`src/rtl/imoa_pkg.sv`:
```
package imoa_pkg;

    // operation codes
    localparam logic [3:0] OP_ADD  = 4'd0;
    localparam logic [3:0] OP_SUB  = 4'd1;
    localparam logic [3:0] OP_MUL  = 4'd2;
    localparam logic [3:0] OP_DIV  = 4'd3;
    localparam logic [3:0] OP_MOD  = 4'd4;
    localparam logic [3:0] OP_POW  = 4'd5;
    localparam logic [3:0] OP_FACT = 4'd6;
    localparam logic [3:0] OP_SQR  = 4'd7;

    // status codes
    localparam logic [1:0] ST_OK      = 2'd0;
    localparam logic [1:0] ST_DIVZERO = 2'd1;
    localparam logic [1:0] ST_INVALID = 2'd2;

    // datapath step selects
    localparam logic [2:0] DP_LOAD   = 3'd0;
    localparam logic [2:0] DP_MUL_AB = 3'd1;
    localparam logic [2:0] DP_DIV    = 3'd2;
    localparam logic [2:0] DP_POW    = 3'd3;
    localparam logic [2:0] DP_FACT_A = 3'd4;
    localparam logic [2:0] DP_FACT_B = 3'd5;
    localparam logic [2:0] DP_SQR    = 3'd6;
    localparam logic [2:0] DP_IDLE   = 3'd7;

    // controller to datapath
    typedef struct packed {
        logic [2:0] op;
        logic       step;
    } t_dp_cmd;

    // datapath to controller
    typedef struct packed {
        logic div_zero;
    } t_dp_stat;

endpackage

```
`src/rtl/imoa_datapath.sv`:
```
module imoa_datapath #(
    parameter int DATA_WIDTH = 32
) (
    input  logic                  i_clk,
    input  imoa_pkg::t_dp_cmd     i_cmd,
    input  logic [3:0]            i_mode,
    input  logic [31:0]           i_a,
    input  logic [31:0]           i_b,
    input  logic [7:0]            i_cnt,
    output imoa_pkg::t_dp_stat    o_stat,
    output logic [31:0]           o_value,
    output logic [31:0]           o_second
);
    localparam int W = DATA_WIDTH;
    localparam int CW = 8;
    localparam logic [CW-1:0] FACT_CAP = CW'(2 * W + 2);

    logic [W-1:0] r_a, r_b, r_acc, r_sq, r_acc2, r_rem;
    logic         r_sa, r_sb, r_bpos, r_apos;
    logic [W-1:0] n_a, n_b, n_acc, n_sq, n_acc2, n_rem;
    logic [W-1:0] a_w, b_w, mag_a, mag_b, sub_r, mul_x, mul_y, mul_p, mul_q, mul_r;
    logic [W:0]   trial;
    logic [W-1:0] k_w;
    logic [W-1:0] quo, rem;

    assign a_w   = W'(i_a);
    assign b_w   = W'(i_b);
    assign mag_a = a_w[W-1] ? (~a_w + W'(1)) : a_w;
    assign mag_b = b_w[W-1] ? (~b_w + W'(1)) : b_w;
    assign k_w   = W'(i_cnt);

    // shared multipliers, one product per cycle each
    always_comb begin
        mul_x = r_acc;
        mul_y = r_sq;
        mul_q = r_sq;
        unique case (i_cmd.op)
            imoa_pkg::DP_MUL_AB: begin mul_x = r_a;   mul_y = r_b;  mul_q = r_b;  end
            imoa_pkg::DP_FACT_A: begin mul_x = r_acc; mul_y = k_w;  mul_q = r_b;  end
            imoa_pkg::DP_FACT_B: begin mul_x = r_acc2; mul_y = k_w; mul_q = r_b;  end
            imoa_pkg::DP_SQR:    begin mul_x = r_a;   mul_y = r_a;  mul_q = r_b;  end
            default:             begin mul_x = r_acc; mul_y = r_sq; mul_q = r_sq; end
        endcase
    end
    assign mul_p = mul_x * mul_y;
    assign mul_r = mul_q * mul_q;

    // restoring divide step on magnitudes held in r_a, divisor in r_b
    assign trial = {r_rem, r_a[W-1]} - {1'b0, r_b};
    assign sub_r = trial[W-1:0];

    always_comb begin
        n_a = r_a; n_b = r_b; n_acc = r_acc; n_sq = r_sq; n_acc2 = r_acc2; n_rem = r_rem;
        if (i_cmd.step) begin
            unique case (i_cmd.op)
                imoa_pkg::DP_LOAD: begin
                    n_rem = '0;
                    n_acc = W'(1);
                    n_acc2 = W'(1);
                    if (i_mode == imoa_pkg::OP_DIV || i_mode == imoa_pkg::OP_MOD) begin
                        n_a = mag_a;
                        n_b = mag_b;
                    end else begin
                        n_a = a_w;
                        n_b = b_w;
                    end
                    n_sq = a_w;
                end
                imoa_pkg::DP_MUL_AB: n_acc = mul_p;
                imoa_pkg::DP_DIV: begin
                    n_a = {r_a[W-2:0], ~trial[W]};
                    n_rem = trial[W] ? {r_rem[W-2:0], r_a[W-1]} : sub_r;
                end
                imoa_pkg::DP_POW: begin
                    if (r_b[i_cnt[$clog2(W)-1:0]]) n_acc = mul_p;
                    n_sq = mul_r;
                end
                imoa_pkg::DP_FACT_A: if (r_apos && k_w <= r_a && i_cnt <= FACT_CAP) n_acc = mul_p;
                imoa_pkg::DP_FACT_B: if (r_bpos && k_w <= r_b && i_cnt <= FACT_CAP) n_acc2 = mul_p;
                imoa_pkg::DP_SQR: begin n_acc = mul_p; n_acc2 = mul_r; end
                default: ;
            endcase
        end
    end

    always_ff @(posedge i_clk) begin
        r_a <= n_a; r_b <= n_b; r_acc <= n_acc; r_sq <= n_sq; r_acc2 <= n_acc2; r_rem <= n_rem;
        if (i_cmd.step && i_cmd.op == imoa_pkg::DP_LOAD) begin
            r_sa   <= a_w[W-1];
            r_sb   <= b_w[W-1];
            r_apos <= !a_w[W-1] && a_w != '0;
            r_bpos <= !b_w[W-1] && b_w != '0;
        end
    end

    // sign fixup for quotient and remainder
    assign quo = (r_sa ^ r_sb) ? (~r_a + W'(1)) : r_a;
    assign rem = r_sa ? (~r_rem + W'(1)) : r_rem;

    assign o_stat.div_zero  = (b_w == '0);

    always_comb begin
        o_value  = 32'(r_acc);
        o_second = 32'(r_acc2);
        if (i_cmd.op == imoa_pkg::DP_DIV)
            o_value = (i_mode == imoa_pkg::OP_DIV) ? 32'(quo) : 32'(rem);
        else if (i_cmd.op == imoa_pkg::DP_POW)
            o_value = (r_bpos) ? 32'(r_acc) : 32'd1;
    end
endmodule

```
`src/rtl/imoa_ctrl.sv`:
```
module imoa_ctrl #(
    parameter int DATA_WIDTH = 32
) (
    input  logic               i_clk,
    input  logic               i_rst_n,
    input  logic               i_valid,
    output logic               o_ready,
    input  logic [3:0]         i_mode,
    input  imoa_pkg::t_dp_stat i_stat,
    input  logic               i_out_ready,
    output logic               o_out_valid,
    output logic               o_capture,
    output logic [1:0]         o_status,
    output logic               o_has_second,
    output logic               o_zero_value,
    output imoa_pkg::t_dp_cmd  o_cmd,
    output logic [7:0]         o_cnt
);
    localparam int W = DATA_WIDTH;
    localparam logic [2:0] S_IDLE = 3'd0;
    localparam logic [2:0] S_RUN  = 3'd1;
    localparam logic [2:0] S_FB   = 3'd2;
    localparam logic [2:0] S_DONE = 3'd3;
    localparam logic [2:0] S_OUT  = 3'd4;
    localparam logic [7:0] LAST_BIT = 8'(W - 1);
    localparam logic [7:0] FACT_END = 8'(2 * W + 2);

    logic [2:0] r_state, n_state;
    logic [7:0] r_cnt, n_cnt;
    logic [3:0] r_mode;
    logic [1:0] r_st;
    logic       r_dz;
    logic [2:0] run_op;

    always_comb begin
        unique case (r_mode) inside
            imoa_pkg::OP_ADD, imoa_pkg::OP_SUB: run_op = imoa_pkg::DP_IDLE;
            imoa_pkg::OP_MUL:                   run_op = imoa_pkg::DP_MUL_AB;
            imoa_pkg::OP_DIV, imoa_pkg::OP_MOD: run_op = imoa_pkg::DP_DIV;
            imoa_pkg::OP_POW:                   run_op = imoa_pkg::DP_POW;
            imoa_pkg::OP_FACT:                  run_op = imoa_pkg::DP_FACT_A;
            imoa_pkg::OP_SQR:                   run_op = imoa_pkg::DP_SQR;
            default:                            run_op = imoa_pkg::DP_IDLE;
        endcase
    end

    assign o_ready = (r_state == S_IDLE);
    assign o_cnt   = r_cnt;

    // controller sequencing
    always_comb begin
        n_state = r_state;
        n_cnt = r_cnt;
        o_cmd.op = run_op;
        o_cmd.step = 1'b0;
        o_capture = 1'b0;
        unique case (r_state)
            S_IDLE: begin
                o_cmd.op = imoa_pkg::DP_LOAD;
                if (i_valid) begin
                    o_cmd.step = 1'b1;
                    n_state = S_RUN;
                    n_cnt = (i_mode == imoa_pkg::OP_FACT) ? 8'd2 : 8'd0;
                end
            end
            S_RUN: begin
                o_cmd.step = !r_dz;
                n_cnt = r_cnt + 8'd1;
                unique case (run_op) inside
                    imoa_pkg::DP_DIV, imoa_pkg::DP_POW: begin
                        if (r_cnt == LAST_BIT || r_dz) n_state = S_DONE;
                    end
                    imoa_pkg::DP_FACT_A: begin
                        if (r_cnt == FACT_END) begin n_state = S_FB; n_cnt = 8'd2; end
                    end
                    default: n_state = S_DONE;
                endcase
            end
            S_FB: begin
                o_cmd.op = imoa_pkg::DP_FACT_B;
                o_cmd.step = 1'b1;
                n_cnt = r_cnt + 8'd1;
                if (r_cnt == FACT_END) n_state = S_DONE;
            end
            S_DONE: begin
                o_capture = 1'b1;
                n_state = S_OUT;
            end
            S_OUT: begin
                o_cmd.op = imoa_pkg::DP_IDLE;
                if (i_out_ready) n_state = S_IDLE;
            end
            default: n_state = S_IDLE;
        endcase
    end

    assign o_out_valid = (r_state == S_OUT);
    assign o_status = r_st;
    assign o_has_second = (r_mode == imoa_pkg::OP_FACT || r_mode == imoa_pkg::OP_SQR);
    assign o_zero_value = (r_st != imoa_pkg::ST_OK);

    always_ff @(posedge i_clk) begin
        if (!i_rst_n) begin
            r_state <= S_IDLE;
            r_cnt <= '0;
        end else begin
            r_state <= n_state;
            r_cnt <= n_cnt;
        end
        if (r_state == S_IDLE && i_valid) begin
            r_mode <= i_mode;
            r_dz <= (i_mode == imoa_pkg::OP_DIV || i_mode == imoa_pkg::OP_MOD) && i_stat.div_zero;
            if (i_mode[3])
                r_st <= imoa_pkg::ST_INVALID;
            else if ((i_mode == imoa_pkg::OP_DIV || i_mode == imoa_pkg::OP_MOD)
                     && i_stat.div_zero)
                r_st <= imoa_pkg::ST_DIVZERO;
            else
                r_st <= imoa_pkg::ST_OK;
        end
    end
endmodule

```
`src/rtl/integer_multi_op_alu_core.sv`:
```
// sequence, input item to result valid: load in idle, then the run state, then done
// (capture) and out; div/mod/power loop in the run state over the operand bits, and
// factorial runs one loop per operand (run, then S_FB; counter 2..66 per operand); add,
// sub, mul, square, invalid mode and divide by zero leave the run state at once
// throughput: one item at a time, the next is taken in the cycle after the result leaves
// reset: synchronous active-low i_rst_n returns the controller to idle
module integer_multi_op_alu_core #(
    parameter int DATA_WIDTH = 32
) (
    input  logic        i_clk,
    input  logic        i_rst_n,
    input  logic        s_axis_tvalid,
    output logic        s_axis_tready,
    input  logic [63:0] s_axis_tdata,  // operand_a[31:0], operand_b[63:32]
    input  logic [3:0]  s_axis_tuser,  // mode[3:0]
    output logic        m_axis_tvalid,
    input  logic        m_axis_tready,
    output logic [71:0] m_axis_tdata,  // value[31:0], second_value[63:32], has_second[64], pad
    output logic [1:0]  m_axis_tuser   // status[1:0]
);
    imoa_pkg::t_dp_cmd  cmd;
    imoa_pkg::t_dp_stat stat;
    logic [7:0]  cnt;
    logic [31:0] dp_value, dp_second;
    logic [31:0] r_value, r_second;
    logic        capture, has_second, zero_value;
    logic [1:0]  status;
    logic [3:0]  r_mode_hold;
    logic [3:0]  mode_in;

    assign mode_in = s_axis_tready ? s_axis_tuser : r_mode_hold;
    always_ff @(posedge i_clk) begin
        if (s_axis_tready && s_axis_tvalid) r_mode_hold <= s_axis_tuser;
    end

    imoa_ctrl #(.DATA_WIDTH(DATA_WIDTH)) u_ctrl (
        .i_clk(i_clk), .i_rst_n(i_rst_n),
        .i_valid(s_axis_tvalid), .o_ready(s_axis_tready),
        .i_mode(s_axis_tuser), .i_stat(stat),
        .i_out_ready(m_axis_tready), .o_out_valid(m_axis_tvalid),
        .o_capture(capture), .o_status(status), .o_has_second(has_second),
        .o_zero_value(zero_value), .o_cmd(cmd), .o_cnt(cnt)
    );

    imoa_datapath #(.DATA_WIDTH(DATA_WIDTH)) u_dp (
        .i_clk(i_clk), .i_cmd(cmd), .i_mode(mode_in),
        .i_a(s_axis_tdata[31:0]), .i_b(s_axis_tdata[63:32]), .i_cnt(cnt),
        .o_stat(stat), .o_value(dp_value), .o_second(dp_second)
    );

    // result register, add and sub formed here from the held operands
    logic [31:0] r_a, r_b;
    always_ff @(posedge i_clk) begin
        if (s_axis_tready && s_axis_tvalid) begin
            r_a <= s_axis_tdata[31:0];
            r_b <= s_axis_tdata[63:32];
        end
        if (capture) begin
            if (zero_value) r_value <= '0;
            else if (r_mode_hold == imoa_pkg::OP_ADD) r_value <= 32'(DATA_WIDTH'(r_a + r_b));
            else if (r_mode_hold == imoa_pkg::OP_SUB) r_value <= 32'(DATA_WIDTH'(r_a - r_b));
            else r_value <= dp_value;
            r_second <= has_second ? dp_second : '0;
        end
    end

    assign m_axis_tdata = {7'd0, has_second, r_second, r_value};
    assign m_axis_tuser = status;
endmodule

```
`config.mk`:
```
export PLATFORM = sky130hd
export DESIGN_NAME = integer_multi_op_alu_core
export DESIGN_NICKNAME = d
export VERILOG_FILES = /design/src/rtl/imoa_pkg.sv /design/src/rtl/imoa_datapath.sv /design/src/rtl/imoa_ctrl.sv /design/src/rtl/integer_multi_op_alu_core.sv
export SDC_FILE = /design/constraint.sdc
export NUM_CORES = 2
export LEC_CHECK = 0
export BUFFER_PORTS_ARGS = -buffer_cell sky130_fd_sc_hd__buf_2
export CORE_ASPECT_RATIO = 0.9
export CORE_UTILIZATION = 35
export CTS_CLUSTER_SIZE = 24
export DETAILED_ROUTE_END_ITERATION = 12
export HOLD_SLACK_MARGIN = 0.08
export PLACE_DENSITY = 0.49
export SETUP_SLACK_MARGIN = 0.2
export SLEW_MARGIN = 20
export SYNTH_ARGS = -nofsm -noshare
export SYNTH_HDL_FRONTEND = slang
export SYNTH_HIERARCHICAL = 1
export SYNTH_SLANG_ARGS = --single-unit
```
`constraint.sdc`:
```
create_clock -name i_clk -period 12.9 [get_ports i_clk]
set_input_delay 2.58 -clock i_clk [delete_from_list [all_inputs] [get_ports i_clk]]
set_output_delay 2.58 -clock i_clk [all_outputs]
set_load 0.1 [all_outputs]
```
==> qor_table.md <==
| Parameter | Reported | Unit |
|:---|:---|:---|
| Buffers added on ports | 140 | - |
| Crit path DAT | 12,000 | ps |
| Antenna violations before repair | 18 | - |
| Number of CTS-inserted buffers | 46 | - |
| Bufs on Longest Clock Path | 3 | - |
| Dominant cell type by area after synthesis | fa_1 | - |
| Class of the most critical hold timing path | reg2reg | - |
| Std cell rows | 135 | - |
| Worst setup path end | u_dp/o_second[25]$_DFFE_PP_ | - |
| Post-synthesis sequential element count | 346 | - |
| Clock tree from TritonCTS | built | - |
| Setup crit start kind | register | - |
| Main synth FF type | edfxtp_1 | - |
| Element type at the critical path end | register | - |
| Number of enable-type register cells in the synthesized netlist | 335 | - |
| Critical register-to-register path endpoint | u_dp/o_second[25]$_DFFE_PP_ | - |
| Setup violations, final | 0 | - |
| # DRC | 0 | - |
| Sum of negative setup slack | 0 | ps |
| Slew Viols, Final | 0 | - |
| Quantity of gates resized following cts | 0 | - |
| Fraction of final layout cells with drive strength greater than 1 | 8.634 | % |
| Routed Antenna Nets | 0 | - |
| Area enclosed by the die boundary | 0.1543 | mm² |
| Crit-path most repeated cell | fa_1 | - |
| Clock transition at the registers of the reported paths | 60 | ps |
| Max-cap violations | 0 | - |
| Cells after synthesis | 5,853 | - |
| Unrepaired setup endpoints after global routing | false | - |
| Height of the die | 372.8 | µm |
| Part of the Yosys area used for sequential elements | 19.23 | % |
| Number of hold-slack violations in the final timing report | 0 | - |
| Slew at the pin with the worst max-slew slack | 1291 | ps |
| Met2 track demand over resource | 38.84 | % |
| Async set-or-reset flop fraction in the synthesized netlist | 0 | % |
| Vias after detailed routing | 43,550 | - |
| Number of DRC markers in iteration 0 | 4,843 | - |
| Cell area after synthesis | 0.05346 | mm² |
| Number of top-level design ports | 148 | - |
| Worst path max stage delay | 890 | ps |
| Critical setup path kind | reg2reg | - |
| Required time of the critical path | 13,380 | ps |
| Largest net degree at the start of global routing | 65 | - |
| Total global-route track usage | 27.50 | % |
| Number of hold-repair buffers added at the cts stage | 0 | - |
| Avg WL per Cell | 26.87 | µm |
| Maximum fanout count along the critical path | 54 | - |
| Worst hold-check slack | 652.7 | ps |
| Via count of the first global-routing pass | 43,310 | - |
| Library cell used as clock root buffer | clkbuf_16 | - |
| Reg2Reg Depth | 30 | - |
| Setup slack after layout | 1382 | ps |
| Detailed placer's ending HPWL | 172.0 | mm |
| GRT met3 Usage | 5.986 | % |
| Most area-consuming cells after synthesis | fa_1, edfxtp_1, ha_1 | - |
| Share of Yosys cell area claimed by the top area cell type | 29.17 | % |
| Clk Latency, worst-skew pair | 650 | ps |
| Met1 usage in global routing | 41.26 | % |
| Source of the worst register-to-register timing path | u_ctrl/r_state[2]$_SDFFE_PN0P_ | - |
| Outcome | finished clean | - |
| Clock H-tree levels | 2 | - |
| Post-placement setup slack | 1516 | ps |
| Final period util | 89.29 | % |
| Timing-limited maximum frequency | 86.82 | MHz |
| Core area | 0.1510 | mm² |
| Remaining max-slew budget at the tightest pin | 13.95 | % |
| Remaining global-route overflow | 0 | - |
| FF-to-FF setup slack | 1380 | ps |
| Pre-Repair DR Iteration Count | 8 | - |
| Vias per cell | 5.499 | - |
| Initial cell density of the core | 35.40 | % |
| Total setup buffers inserted after CTS | 0 | - |
| Wire length of the first global-routing pass | 308.8 | mm |
| Final weighted congestion in routability-driven placement | 0.9945 | - |
| Count of cell types in the netlist | 115 | - |
| Yosys Warn Count | 6 | - |
| Syn avg cell area | 9.134 | µm² |
| Synth-to-layout area growth | 8.446 | % |
| Shortest period the worst path allows | 11,520 | ps |
| Clock sinks | 346 | - |
| Max stage delay cell, worst path | nor2_2 | - |
| Origin of the worst setup path | u_ctrl/r_state[2]$_SDFFE_PN0P_ | - |
| Worst Clk Skew | 47.06 | ps |
| Global routing's busiest layer | met1 | - |
| Floorplan die width | 414.0 | µm |
| Net count of the finished layout | 7,104 | - |
| Total routed wirelength | 212.8 | mm |
cells in the mapped netlist (65+ instances only):
cell      count
clkbuf_1    182
xor2_1      103
nor2_1      752
a21oi_1     243
fa_1        779
edfxtp_1    335
a21o_1       69
inv_1       987
o21ai_0     210
xnor2_1     202
ha_1        361
nand2_1     531
nand2b_1     65
cells by family after synthesis:
kind of cell | count (synthesis) | synth area share [%]
AND/OR/NAND/NOR | 1748 | 14.52
XOR/XNOR | 308 | 5.123
other | 1 | 0.007014
adder cells (fa/ha/maj) | 1140 | 37.62
multiplexers | 76 | 1.687
buffers and inverters | 1257 | 9.502
flip-flops | 346 | 19.23
AO/OA/AOI/OAI | 977 | 12.31
worst min-delay path by stage:
stage                                             from                      endpoint  slack (ps)  cells after the start
final                      u_dp/o_second[19]$_DFFE_PP_    r_second[19]$_SDFFCE_PN0P_         650                      1
after global routing       u_dp/o_second[19]$_DFFE_PP_    r_second[19]$_SDFFCE_PN0P_         670                      1
after CTS                  u_dp/o_second[19]$_DFFE_PP_    r_second[19]$_SDFFCE_PN0P_         660                      1
after detailed placement   u_dp/o_second[19]$_DFFE_PP_    r_second[19]$_SDFFCE_PN0P_         630                      1
after global placement    u_ctrl/o_cnt[7]$_SDFFE_PN0P_  u_ctrl/o_cnt[7]$_SDFFE_PN0P_         650                      3
after floorplan            u_dp/o_second[18]$_DFFE_PP_    r_second[18]$_SDFFCE_PN0P_         520                      1
cell usage in the layout (no fill, tap or decap), types with 32 or more instances in the layout:
cell type,count
nor2b_1,50
a21oi_1,236
ha_1,361
buf_4,108
a21o_1,69
nand2_1,528
o22ai_1,44
o21ai_0,207
a31oi_1,32
mux2i_1,52
buf_2,140
o31ai_1,34
nand2b_1,65
inv_1,986
nor2_1,746
nor3_1,59
and2_1,57
edfxtp_1,335
or2_2,54
xor2_1,103
xnor2_1,200
fa_1,779
clkbuf_16,47
a211oi_1,39
metrics by stage:
stage | cell area [µm²] | util (%) | instances
6_report | 57980 | 38.39 | 7918
5_1_grt | 57970 | 38.39 | 7916
4_1_cts | 57960 | 38.39 | 7916
3_5_place_dp | 56410 | 37.35 | 7830
3_3_place_gp | 56390 | 37.34 | 7829
2_1_floorplan | 53490 | - | 5859
registers in the layout, indices dropped and copies added, names as in the netlist:
register / flops
u_ctrl/o_status: 2
r_value: 32
r_mode_hold: 4
u_dp/r_a: 32
u_dp/r_rem: 32
u_dp/r_sb: 1
u_ctrl/r_mode: 4
u_dp/r_sa: 1
u_ctrl/o_cnt: 8
u_ctrl/r_state: 3
r_b: 32
u_dp/r_sq: 32
u_dp/r_b: 32
u_dp/o_second: 32
u_ctrl/r_dz: 1
r_second: 32
u_dp/r_bpos: 1
r_a: 32
u_dp/r_acc: 32
u_dp/r_apos: 1
routing by layer:
| layer | wire length [µm] | share of wire, % |
|---|---|---|
| met1 | 97580 | 46 |
| met2 | 87130 | 41 |
| met3 | 20030 | 9.4 |
| met4 | 7910 | 3.7 |
| met5 | 98 | 0.046 |
worst max-delay path: cells and delay by family, from the launching register on:
kind	cells	cell delay (ps)
compound gates	9	2530
flops	1	510
simple gates	6	2890
buf+inv	6	1110
fa+ha+maj	9	4290
cell type report:
type,count,area (µm²)
inverters,992,3724
well taps,1986,2485
diodes,2,5.005
clock buffers,57,1234
multi-input cells,4256,38390
clock inverters,29,322.8
flip-flops and latches,346,10280
repair buffers,250,1534
fillers,15400,93030
Power is left out: the tool's default activity adds up to more than one toggle a clock period on the data nets, which glitch-free logic cannot reach.
